==> config.mk <==
export PLATFORM = sky130hd
export DESIGN_NAME = go_to_goal_position_regulator
export DESIGN_NICKNAME = d
export VERILOG_FILES = /design/src/rtl/gtg_pkg.sv /design/src/rtl/gtg_cordic.sv /design/src/rtl/gtg_mul.sv /design/src/rtl/go_to_goal_position_regulator.sv
export SDC_FILE = /design/constraint.sdc
export NUM_CORES = 2
export LEC_CHECK = 0
export ABC_AREA = 1
export BUFFER_PORTS_ARGS = -buffer_cell sky130_fd_sc_hd__buf_4
export CAP_MARGIN = 10
export CORE_ASPECT_RATIO = 1.25
export CORE_MARGIN = 2
export CORE_UTILIZATION = 51
export CTS_CLUSTER_DIAMETER = 200
export DETAILED_ROUTE_END_ITERATION = 8
export PLACE_DENSITY = 0.67
export SLEW_MARGIN = 5
export SYNTH_ARGS = -nofsm -noshare
export SYNTH_HDL_FRONTEND = slang
export SYNTH_SLANG_ARGS = --single-unit
==> constraint.sdc <==
create_clock -name i_clk -period 13.5 [get_ports i_clk]
set_input_delay 0.675 -clock i_clk [delete_from_list [all_inputs] [get_ports i_clk]]
set_output_delay 0.675 -clock i_clk [all_outputs]
set_load 0.005 [all_outputs]
==> src/rtl/gtg_pkg.sv <==
// Shared types, constants and the arctangent table of the go-to-goal regulator.
package gtg_pkg;

    localparam int unsigned CordicIterDefault = 20;
    localparam int unsigned XW = 44;   // CORDIC x/y width
    localparam int unsigned ZW = 35;   // CORDIC angle width, Q30
    localparam int unsigned PW = 56;   // multiplier product width

    localparam logic signed [ZW-1:0] PiQ30   = 35'sd3373259426;
    localparam logic [23:0]          InvKQ24 = 24'd10188014;

    localparam logic [36:0]          QReach  = 37'd3277;
    localparam logic signed [22:0]   QTurn   = 23'sd9830;
    localparam logic signed [22:0]   QFold   = 23'sd360448;
    localparam logic signed [22:0]   QTwoPi  = 23'sd411775;
    localparam logic signed [16:0]   QSpin   = 17'sd52429;
    localparam logic [39:0]          QLinMin = 40'd6554;
    localparam logic [39:0]          QLinMax = 40'd19661;
    localparam logic [39:0]          QAngMin = 40'd9830;
    localparam logic [39:0]          QAngMax = 40'd32768;

    localparam logic [2:0] CFG_GOAL_X   = 3'd0;
    localparam logic [2:0] CFG_GOAL_Y   = 3'd1;
    localparam logic [2:0] CFG_ANG_GAIN = 3'd2;
    localparam logic [2:0] CFG_LIN_GAIN = 3'd3;

    typedef enum logic [1:0] {
        ST_NO_GOAL = 2'd0,
        ST_REACHED = 2'd1,
        ST_TURN    = 2'd2,
        ST_DRIVE   = 2'd3
    } t_status;

    typedef enum logic [3:0] {
        S_IDLE, S_LOAD, S_ITER, S_MLO, S_MHI, S_DIST, S_MLIN, S_MANG, S_FIN
    } t_state;

    typedef struct packed {
        logic load;
        logic step;
    } t_cordic_ctl;

    function automatic logic [ZW-1:0] atan_entry(input logic [5:0] i);
        logic [ZW-1:0] v;
        v = '0;
        case (i)
            6'd0: v = ZW'(843314856);
            6'd1: v = ZW'(497837829);
            6'd2: v = ZW'(263043836);
            6'd3: v = ZW'(133525158);
            6'd4: v = ZW'(67021686);
            6'd5: v = ZW'(33543515);
            6'd6: v = ZW'(16775850);
            6'd7: v = ZW'(8388437);
            6'd8: v = ZW'(4194282);
            6'd9: v = ZW'(2097149);
            default: begin
                if (i <= 6'd30) begin
                    v = (ZW'(1) << (6'd30 - i)) - ZW'(1);
                end
            end
        endcase
        return v;
    endfunction

endpackage

==> src/rtl/gtg_cordic.sv <==
// Iterative vectoring CORDIC: one shift-add rotation per cycle while step is asserted.
module gtg_cordic #(
    parameter int unsigned N = gtg_pkg::CordicIterDefault
) (
    input  logic                             i_clk,
    input  logic                             i_rst_n,
    input  gtg_pkg::t_cordic_ctl             i_ctl,
    input  logic signed [gtg_pkg::XW-1:0]    i_x0,
    input  logic signed [gtg_pkg::XW-1:0]    i_y0,
    input  logic signed [gtg_pkg::ZW-1:0]    i_z0,
    output logic signed [gtg_pkg::XW-1:0]    o_x,
    output logic signed [gtg_pkg::ZW-1:0]    o_z,
    output logic                             o_done
);
    import gtg_pkg::*;

    localparam int unsigned IW = (N > 1) ? $clog2(N) : 1;

    logic [IW-1:0]         r_i;
    logic signed [XW-1:0]  r_x, r_y;
    logic signed [ZW-1:0]  r_z;
    logic signed [XW-1:0]  w_dx, w_dy;
    logic [ZW-1:0]         w_at;

    assign w_dx = r_y >>> r_i;
    assign w_dy = r_x >>> r_i;
    assign w_at = atan_entry(6'(r_i));

    always_ff @(posedge i_clk) begin
        if (!i_rst_n) begin
            r_i <= '0;
        end else if (i_ctl.load) begin
            r_i <= '0;
        end else if (i_ctl.step && !o_done) begin
            r_i <= r_i + IW'(1);
        end
    end

    always_ff @(posedge i_clk) begin
        if (i_ctl.load) begin
            r_x <= i_x0;
            r_y <= i_y0;
            r_z <= i_z0;
        end else if (i_ctl.step) begin
            if (!r_y[XW-1]) begin
                r_x <= r_x + w_dx;
                r_y <= r_y - w_dy;
                r_z <= r_z + $signed(w_at);
            end else begin
                r_x <= r_x - w_dx;
                r_y <= r_y + w_dy;
                r_z <= r_z - $signed(w_at);
            end
        end
    end

    assign o_done = (r_i == IW'(N - 1));
    assign o_x    = r_x;
    assign o_z    = r_z;

endmodule

==> src/rtl/gtg_mul.sv <==
// Shared registered multiplier, 32 by 24 bits unsigned.
module gtg_mul (
    input  logic                    i_clk,
    input  logic [31:0]             i_a,
    input  logic [23:0]             i_b,
    output logic [gtg_pkg::PW-1:0]  o_p
);
    import gtg_pkg::*;

    logic [PW-1:0] r_p;

    always_ff @(posedge i_clk) begin
        r_p <= PW'(i_a) * PW'(i_b);
    end

    assign o_p = r_p;

endmodule

==> src/rtl/go_to_goal_position_regulator.sv <==
// Top level of the go-to-goal regulator: sequencer, registers and output stage.
//
//  channel  | handshake                  | payload
//  pose in  | i_in_valid / o_in_stall    | i_pose_x, i_pose_y, i_pose_yaw
//  command  | o_out_valid / i_out_stall  | o_status, o_linear_command, o_angular_command
//  config   | i_cfg_we                   | i_cfg_index, i_cfg_data
//
// A result follows its pose transfer through the CORDIC loop and four passes through the
// one multiplier; both are skipped without a goal. No pose is taken while one is at work.
// Reset is synchronous, active low; goal, gains and goal state return to defaults.
// A result held under i_out_stall holds the sequencer in its last step.
module go_to_goal_position_regulator #(
    parameter int unsigned CORDIC_ITERATIONS = gtg_pkg::CordicIterDefault
) (
    input  logic                   i_clk,
    input  logic                   i_rst_n,
    input  logic                   i_in_valid,
    output logic                   o_in_stall,
    input  logic signed [31:0]     i_pose_x,
    input  logic signed [31:0]     i_pose_y,
    input  logic signed [18:0]     i_pose_yaw,
    output logic                   o_out_valid,
    input  logic                   i_out_stall,
    output logic [1:0]             o_status,
    output logic [14:0]            o_linear_command,
    output logic signed [16:0]     o_angular_command,
    input  logic                   i_cfg_we,
    input  logic [2:0]             i_cfg_index,
    input  logic [31:0]            i_cfg_data
);
    import gtg_pkg::*;

    t_state r_state, n_state;

    logic signed [31:0] r_goal_x, r_goal_y;
    logic [23:0]        r_ang_gain, r_lin_gain;
    logic               r_goal_active;

    logic signed [31:0] r_px, r_py;
    logic signed [18:0] r_yaw;
    logic               r_skip, r_reach;
    logic [PW-1:0]      r_acc;
    logic [31:0]        r_dist;
    logic signed [22:0] r_err;
    logic [21:0]        r_abs;
    logic [39:0]        r_linp;

    logic               r_out_valid;
    logic [1:0]         r_status;
    logic [14:0]        r_lin;
    logic signed [16:0] r_ang;

    t_cordic_ctl          w_ctl;
    logic signed [32:0]   w_ex, w_ey;
    logic signed [XW-1:0] w_x0, w_y0, w_cx;
    logic signed [ZW-1:0] w_z0, w_cz, w_zr;
    logic                 w_cdone;
    logic [31:0]          w_ma;
    logic [23:0]          w_mb;
    logic [PW-1:0]        w_p;
    logic [63:0]          w_sum;
    logic [39:0]          w_dist;
    logic signed [20:0]   w_bear;
    logic signed [22:0]   w_err0, w_err;
    logic                 w_out_free, w_fire;
    logic [1:0]           w_status;
    logic [39:0]          w_lin, w_mag;
    logic signed [16:0]   w_ang;

    // CORDIC start vector
    assign w_ex = 33'(r_goal_x) - 33'(r_px);
    assign w_ey = 33'(r_goal_y) - 33'(r_py);

    always_comb begin
        w_x0 = {{(XW-41){w_ex[32]}}, w_ex, 8'b0};
        w_y0 = {{(XW-41){w_ey[32]}}, w_ey, 8'b0};
        w_z0 = '0;
        if (w_ex[32]) begin
            w_z0 = w_ey[32] ? -PiQ30 : PiQ30;
            w_x0 = -w_x0;
            w_y0 = -w_y0;
        end
    end

    assign w_ctl.load = (r_state == S_LOAD);
    assign w_ctl.step = (r_state == S_ITER);

    gtg_cordic #(.N(CORDIC_ITERATIONS)) u_cordic (
        .i_clk  (i_clk),
        .i_rst_n(i_rst_n),
        .i_ctl  (w_ctl),
        .i_x0   (w_x0),
        .i_y0   (w_y0),
        .i_z0   (w_z0),
        .o_x    (w_cx),
        .o_z    (w_cz),
        .o_done (w_cdone)
    );

    always_comb begin
        w_ma = '0;
        w_mb = '0;
        case (r_state)
            S_MLO: begin
                w_ma = 32'(w_cx[25:8]);
                w_mb = InvKQ24;
            end
            S_MHI: begin
                w_ma = 32'(w_cx[43:26]);
                w_mb = InvKQ24;
            end
            S_MLIN: begin
                w_ma = r_dist;
                w_mb = r_lin_gain;
            end
            S_MANG: begin
                w_ma = 32'(r_abs);
                w_mb = r_ang_gain;
            end
            // product held while the result waits
            S_FIN: begin
                w_ma = 32'(r_abs);
                w_mb = r_ang_gain;
            end
            default: ;
        endcase
    end

    gtg_mul u_mul (
        .i_clk(i_clk),
        .i_a  (w_ma),
        .i_b  (w_mb),
        .o_p  (w_p)
    );

    // distance and folded heading error
    assign w_sum  = (64'(w_p) << 18) + 64'(r_acc);
    assign w_dist = w_sum[63:24];
    assign w_zr   = w_cz + ZW'(8192);
    assign w_bear = w_zr[34:14];
    assign w_err0 = 23'(w_bear) - 23'(r_yaw);

    always_comb begin
        w_err = w_err0;
        if (w_err0 < -QFold) begin
            w_err = w_err0 + QTwoPi;
        end else if (w_err0 > QFold) begin
            w_err = w_err0 - QTwoPi;
        end
    end

    // final commands
    always_comb begin
        w_lin = r_linp;
        if (w_lin > QLinMax) begin
            w_lin = QLinMax;
        end else if (w_lin != '0 && w_lin < QLinMin) begin
            w_lin = QLinMin;
        end
        w_mag = w_p[55:16];
        if (w_mag != '0) begin
            if (w_mag > QAngMax) begin
                w_mag = QAngMax;
            end else if (w_mag < QAngMin) begin
                w_mag = QAngMin;
            end
        end
        w_ang    = r_err[22] ? -$signed(17'(w_mag)) : $signed(17'(w_mag));
        w_status = ST_DRIVE;
        if (r_skip) begin
            w_status = ST_NO_GOAL;
            w_lin    = '0;
            w_ang    = '0;
        end else if (r_reach) begin
            w_status = ST_REACHED;
            w_lin    = '0;
            w_ang    = '0;
        end else if (r_err > QTurn || r_err < -QTurn) begin
            w_status = ST_TURN;
            w_lin    = '0;
            w_ang    = r_err[22] ? -QSpin : QSpin;
        end
    end

    assign w_out_free = !r_out_valid || !i_out_stall;
    assign w_fire     = (r_state == S_FIN) && w_out_free;

    always_comb begin
        n_state = r_state;
        unique case (r_state)
            S_IDLE: if (i_in_valid) n_state = S_LOAD;
            S_LOAD: n_state = r_goal_active ? S_ITER : S_FIN;
            S_ITER: if (w_cdone) n_state = S_MLO;
            S_MLO:  n_state = S_MHI;
            S_MHI:  n_state = S_DIST;
            S_DIST: n_state = S_MLIN;
            S_MLIN: n_state = S_MANG;
            S_MANG: n_state = S_FIN;
            S_FIN:  if (w_out_free) n_state = S_IDLE;
            default: n_state = S_IDLE;
        endcase
    end

    always_ff @(posedge i_clk) begin
        if (!i_rst_n) begin
            r_state <= S_IDLE;
        end else begin
            r_state <= n_state;
        end
    end

    // configuration and goal state
    always_ff @(posedge i_clk) begin
        if (!i_rst_n) begin
            r_goal_x      <= '0;
            r_goal_y      <= '0;
            r_ang_gain    <= 24'd98304;
            r_lin_gain    <= 24'd32768;
            r_goal_active <= 1'b0;
        end else begin
            if (w_fire && !r_skip && r_reach) begin
                r_goal_active <= 1'b0;
            end
            if (i_cfg_we) begin
                unique case (i_cfg_index)
                    CFG_GOAL_X: begin
                        r_goal_x      <= i_cfg_data;
                        r_goal_active <= 1'b1;
                    end
                    CFG_GOAL_Y: begin
                        r_goal_y      <= i_cfg_data;
                        r_goal_active <= 1'b1;
                    end
                    CFG_ANG_GAIN: r_ang_gain <= i_cfg_data[23:0];
                    CFG_LIN_GAIN: r_lin_gain <= i_cfg_data[23:0];
                    default: ;
                endcase
            end
        end
    end

    // working registers
    always_ff @(posedge i_clk) begin
        if (r_state == S_IDLE && i_in_valid) begin
            r_px  <= i_pose_x;
            r_py  <= i_pose_y;
            r_yaw <= i_pose_yaw;
        end
        if (r_state == S_LOAD) begin
            r_skip <= !r_goal_active;
        end
        if (r_state == S_MHI) begin
            r_acc <= w_p;
        end
        if (r_state == S_DIST) begin
            r_reach <= (37'(w_dist) < QReach) && (w_dist[39:37] == '0);
            r_dist  <= (w_dist[39:32] != '0) ? '1 : w_dist[31:0];
            r_err   <= w_err;
            r_abs   <= w_err[22] ? 22'(-w_err) : 22'(w_err);
        end
        if (r_state == S_MANG) begin
            r_linp <= w_p[55:16];
        end
    end

    // output register
    always_ff @(posedge i_clk) begin
        if (!i_rst_n) begin
            r_out_valid <= 1'b0;
        end else if (w_fire) begin
            r_out_valid <= 1'b1;
        end else if (!i_out_stall) begin
            r_out_valid <= 1'b0;
        end
    end

    always_ff @(posedge i_clk) begin
        if (w_fire) begin
            r_status <= w_status;
            r_lin    <= w_lin[14:0];
            r_ang    <= w_ang;
        end
    end

    assign o_in_stall        = (r_state != S_IDLE);
    assign o_out_valid       = r_out_valid;
    assign o_status          = r_status;
    assign o_linear_command  = r_lin;
    assign o_angular_command = r_ang;

    a_fire_from_fin: assert property (@(posedge i_clk) disable iff (!i_rst_n)
        $rose(o_out_valid) |-> $past(r_state == S_FIN))
        else $error("result appeared outside the final step");

    a_no_goal_zero: assert property (@(posedge i_clk) disable iff (!i_rst_n)
        (o_out_valid && (o_status == ST_NO_GOAL || o_status == ST_REACHED))
            |-> (o_linear_command == '0 && o_angular_command == '0))
        else $error("commands not zero without a goal");

    a_drive_clamp: assert property (@(posedge i_clk) disable iff (!i_rst_n)
        (o_out_valid && o_status == ST_DRIVE) |-> (o_linear_command <= 15'd19661))
        else $error("linear command beyond clamp");

    a_reach_clears: assert property (@(posedge i_clk) disable iff (!i_rst_n)
        ($rose(o_out_valid) && o_status == ST_REACHED)
            |-> (!r_goal_active || $past(i_cfg_we)))
        else $error("goal still armed after reach");

endmodule

# ---- After elaboration in Yosys (flattened, before gate mapping)
# Cells that the tools add are included.
dict set report classes {
  n_addsub 20
  multipliers 1
  magnitude_cmp 10
  n_eq_ne 25
  shifts 3
  n_mux 40
  bitwise_logic 1
  reduce_logical 36
}
# op count
set op_table {}
lappend op_table {{$mux W44} 8}
lappend op_table {{$pmux W35 S10} 1}
lappend op_table {{$mux W35} 6}
lappend op_table {{$pmux W32 S4} 1}
lappend op_table {{$mux W17} 6}
lappend op_table {{$add A44 B44 Y44} 2}
lappend op_table {{$neg A41 Y44} 2}
lappend op_table {{$sshr A44 B5 Y44} 2}
lappend op_table {{$sub A44 B44 Y44} 2}
lappend op_table {{$reduce_bool A40 Y1} 2}
lappend op_table {{$pmux W24 S3} 1}
lappend op_table {{$sub A32 B32 Y33} 2}
lappend op_table {{$add A64 B56 Y64} 1}
lappend op_table {{$mul A32 B24 Y56} 1}
lappend op_table {{$mux W23} 2}
lappend op_table {{$gt A40 B15 Y1 const B} 1}
lappend op_table {{$gt A40 B16 Y1 const B} 1}
lappend op_table {{$lt A40 B13 Y1 const B} 1}
lappend op_table {{$lt A40 B14 Y1 const B} 1}
lappend op_table {{$lt A37 B12 Y1 const B} 1}
lappend op_table {{$pmux W4 S9} 1}
lappend op_table {{$add A35 B15 Y35 const B} 1}
lappend op_table {{$add A35 B35 Y35} 1}
lappend op_table {{$shl A1 B6 Y35 const A} 1}
lappend op_table {{47 further kinds} 88}
dict set report totals {
  ff_bits 594
  in_bits 123
  output_inout_bits 36
  wordCells 164
}

# ---- Depth between registers and ports, before layout
dict set report logic_depth {
  depth_word 9
  ltp_mapped 45
  depth_no_buf 41
}

# ---- By module
# Synthesis repeated with hierarchy kept, for this count alone.
dict set report hier_totals {
  hier_cells 11535
  hier_area_um2 78215.0
}
# module instances cells_per_inst area_each_um2
set modules_own_cells {}
lappend modules_own_cells {gtg_mul 1 3785 27984.3}
lappend modules_own_cells {go_to_goal_position_regulator 1 3722 27176.1}
lappend modules_own_cells {gtg_cordic 1 4028 23054.6}

# ---- Least setup slack after synthesis
# No wires, ideal clock.
dict set report synth_path {
  kind {reg-to-reg}
  start {reg r_state[2]}
  end {reg u_mul.r_p[55], in the netlist u_mul.o_p[55]}
  setup_ps 72
  arrival_ps 9637
  path_slack_ps 3791
  stages_incl_launch_ff 38
  path_buffers 2
  period_less_slack_ps 9709
  path_cell_list {dfxtp_1 -> inv_1 -> nor2_1 -> inv_1 -> nor2_1 -> nor2_1 -> inv_2 -> clkbuf_1 -> a221oi_1 -> inv_1 -> clkbuf_1 -> nand2_1 -> fa_1 -> inv_1 -> fa_1 -> inv_1 -> fa_1 -> fa_1 -> [2 not listed] -> fa_1 -> inv_1 -> fa_1 -> inv_1 -> ha_1 -> nand2_1 -> nor2_1 -> inv_1 -> nor2_1 -> inv_1 -> nor4_1 -> a21oi_1 -> o21ai_0 -> a21boi_0 -> o21ai_0 -> nand4_1 -> nand3_1 -> xor2_1}
}
dict set report synth_via {
  elab_chain_len 4
}
# item line
set synth_rtl {}
lappend synth_rtl {{from (decl)} go_to_goal_position_regulator.sv:33} ;# t_state r_state, n_state;
lappend synth_rtl {{from (signal assigned)} go_to_goal_position_regulator.sv:208} ;# r_state <= n_state;
lappend synth_rtl {{$eq A4 B4 Y1 (tied with other cells)} go_to_goal_position_regulator.sv:103} ;# case (r_state)
lappend synth_rtl {{$reduce_or A2 Y1 (no source line)} n/a}
lappend synth_rtl {{$pmux W32 S4 / $pmux W24 S3 (equally long branches)} go_to_goal_position_regulator.sv:103}
lappend synth_rtl {{$mul A32 B24 Y56 *} gtg_mul.sv:13} ;# r_p <= PW'(i_a) * PW'(i_b);
lappend synth_rtl {{to (signal assigned)} gtg_mul.sv:13}
lappend synth_rtl {{to (decl)} gtg_mul.sv:10} ;# logic [PW-1:0] r_p;
# Mark *: on every way between the ends. The rest lies on a longest branch, timed or not.
# A chain may end at the register's enable or synchronous reset.

# ---- Worst setup path in the final report
# Ends and elaborated chain as after synthesis.

==> qor.yml <==
status:
  outcome: "finished, final reports clean"
critical_path:
  cpMaxStageDelayCell: "a21boi_0"
  worstPathRequired_ns: 14.09
  cp_slowest_stage_delay_ns: 0.74
  worstSetupPathType: "flip-flop to flip-flop"
  cp_max_fo: 41
  critPathLaunchType: "flip-flop"
  end_kind: "flip-flop"
  critPathArrivalTime_ns: 11.58
logic_synthesis:
  ys_ff_latch: 575
  yosysTopAreaCell: "fa_1"
  yosysWarnings: 0
  synth.area.top_cells: "fa_1 (18%), edfxtp_1 (16%), nand2_1 (12%)"
  seq_area_frac_synth_pct: 21.4
  yosys.cell_types.count: 70
  async_reset_ff_share_pct: 0
  synth.avg_cell_area_um2: 7.20
  synth_top_area_share_pct: 18.4
  syn_nets: 11300
  synthCells: 10100
  ys.flop_type: "edfxtp_1"
  syn_area_um2: 72400
  synth-edff-count: 396
placed_design:
  io_buffer_count: 158
  gp_congestion: 1.03
  hpwl_um: 223000
  dpl_worst_slack_ns: 2.68
  dp_cells: 11900
floorplanning:
  die_y_um: 425
  core_um2: 141000
  initial_core_util_pct: 51.4
  row_count: 154
  die_width_um: 341
  dieArea_um2: 145000
  num_io_pins: 159
power:
  swShare_pct: 51.2
  p_per_area_nw_per_um2: 155
  power.net_switching_mw: 6.17
  intPower_mw: 5.87
  power_frac_seq_pct: 22.0
  combPwrFrac_pct: 61.6
  vdd_drop_max_mv: 0.218
  p_leak_nw: 38.4
  power_mw: 12.0
  pwr-share-clk_pct: 16.4
grt:
  grt_usage_pct: 37.6
  grt_max_degree: 112
  overflow: 0
  antenna_found_initial: 12
  grt_pass1_wl_um: 410000
  grt_pass1_vias: 67500
cts:
  cts_tree: "yes"
  htree_levels: 3
  cts_made_buffers: 71
  clockBufferDepth: 3
  clk_pin_slew_worst_paths_ns: 0.06
  hold_buffers: 0
  clockRootBuffer: "clkbuf_16"
  postCtsSetupBuffers: 0
  insertion_delay_ns: 0.72
  clock_sinks: 575
  cts.repair.resized: 0
sta:
  min_period_over_period_pct: 81.4
  finalSetupViolCount: 0
  hold_viol_final: 0
  whs_ns: 0.137
  rsz0062_at_grt: "no"
  min_period_ns: 10.99
  slew_viol_final: 0
  fin_skew_ns: 0.0338
  fmax_mhz: 91.0
  setup_ws_ns: 2.51
  tns_ns: 0
  tightest_slew_ns: 1.23
  slew_headroom_pct: 17.5
routing:
  first_pass_iters: 6
  wl_per_cell_um: 22.8
  drc: 0
  drtIter0Drc: 6183
  finalWirelength_um: 273000
  routed_via_density: 5.70
  via_count: 68400
  detail-route-antenna-nets: 0
final_layout:
  final_cell_mix: "nand2_1 (2,287), inv_1 (1,815), nor2_1 (1,157), fa_1 (664), o21ai_0 (642)"
  final_layout_size_suffix_gt1_share_pct: 4.99
  nets: 11300
  area_growth_pct: 7.24
  instances_no_fill: 12000
  layout_commonest_cell: "nand2_1"
flow_run:
  cap_violations: 0
min_path:
  hold_path.class: "input port to flip-flop"
[Yosys cell counts (all sizes together), types with 27 or more instances]
cell type,instances
xor2,230
nor3,116
o211ai,35
ha,440
a31oi,88
buf,97
o22ai,27
a21oi,557
inv,1844
xnor2,113
mux2i,52
nand3,372
nor2,1185
edfxtp,396
o21a,47
clkbuf,210
fa,664
nand3b,27
dfxtp,179
nand4,110
nand2,2313
nor4,40
o21ai,691
or2,31
[critical path, delay by kind of cell, from the launching register on]
kind                     cells  cell delay, ns
AO/OA/AOI/OAI                8            2.35
XOR/XNOR                     1            0.18
adder cells (fa/ha/maj)      8            4.13
buffers and inverters       10            2.59
flip-flops                   1            0.35
AND/OR/NAND/NOR              8            1.24
[sequential cells by signal, indices dropped and copies added, names as in the netlist, 15 cells and up]
register	count
r_dist	32
r_px	32
o_angular_command	17
r_yaw	19
r_lin_gain	24
r_abs	21
r_acc	38
r_goal_x	32
u_cordic.r_y	44
u_mul.o_p	56
u_cordic.o_z	35
r_py	32
r_linp	40
r_ang_gain	24
r_goal_y	32
r_err	23
u_cordic.o_x	44
o_linear_command	15
[power groups by stage]
stage                     registers (mW)  logic [mW]  clock network (mW)
after global placement              2.67        7.17                   0
after detailed placement            2.66        7.25                   0
after floorplan                     2.52        5.31                   0
final                               2.65        7.42                1.97
after CTS                           2.64        7.29                1.99
after global routing                2.66        8.27                2.05
[stage by stage]
step | area (um2) | util (%)
2_1_floorplan | 72400 | -
6_report | 77600 | 55.1
3_5_place_dp | 75200 | 53.4
4_1_cts | 77600 | 55.1
3_3_place_gp | 75200 | 53.4
5_1_grt | 77600 | 55.1
[logic make-up after synthesis]
kind of cell | count (synthesis) | synth area share (%)
xor gates and xnor gates | 343 | 4.17
buffers and inverters | 2161 | 11.5
muxes | 52 | 0.719
DFF | 575 | 21.4
adders and majority gates | 1104 | 26.0
and+or+nand+nor | 4207 | 23.8
AOI/OAI and AO/OA | 1614 | 12.5
[per-layer routing]
metal / up-vias / global-route usage [%] / routed length, um
li1: 32000 / - / -
met1: 32800 / 48.5 / 110000
met2: 2888 / 59.9 / 123000
met3: 698 / 5.89 / 22100
met4: 8 / 21.9 / 18700
met5: - / 0 / 50
[final timing paths]
kind                                  start                        end  slack [ns]  depth (start not counted)
hold reg to reg   r_goal_x[20]$_SDFFE_PN0P_  r_goal_x[20]$_SDFFE_PN0P_        0.45                          2
setup / recovery    r_state[2]$_SDFFE_PN0P_      u_mul.o_p[55]$_DFF_P_        2.51                         35
setup reg to reg    r_state[2]$_SDFFE_PN0P_      u_mul.o_p[55]$_DFF_P_        2.51                         35
hold / removal                  i_pose_y[5]          r_py[5]$_DFFE_PP_        0.14                          1
[area by class of cell]
cell class	instances	area (um2)
multi-input combinational	7320	48700
antenna	12	30.0
tap	1872	2340
inverter	1854	6970
fill	13900	63300
sequential	575	15500
clock inverter	43	400
clock buffer	86	1940
timing repair buffer	237	1780
Note: power is estimated with default switching activity, not from simulation.
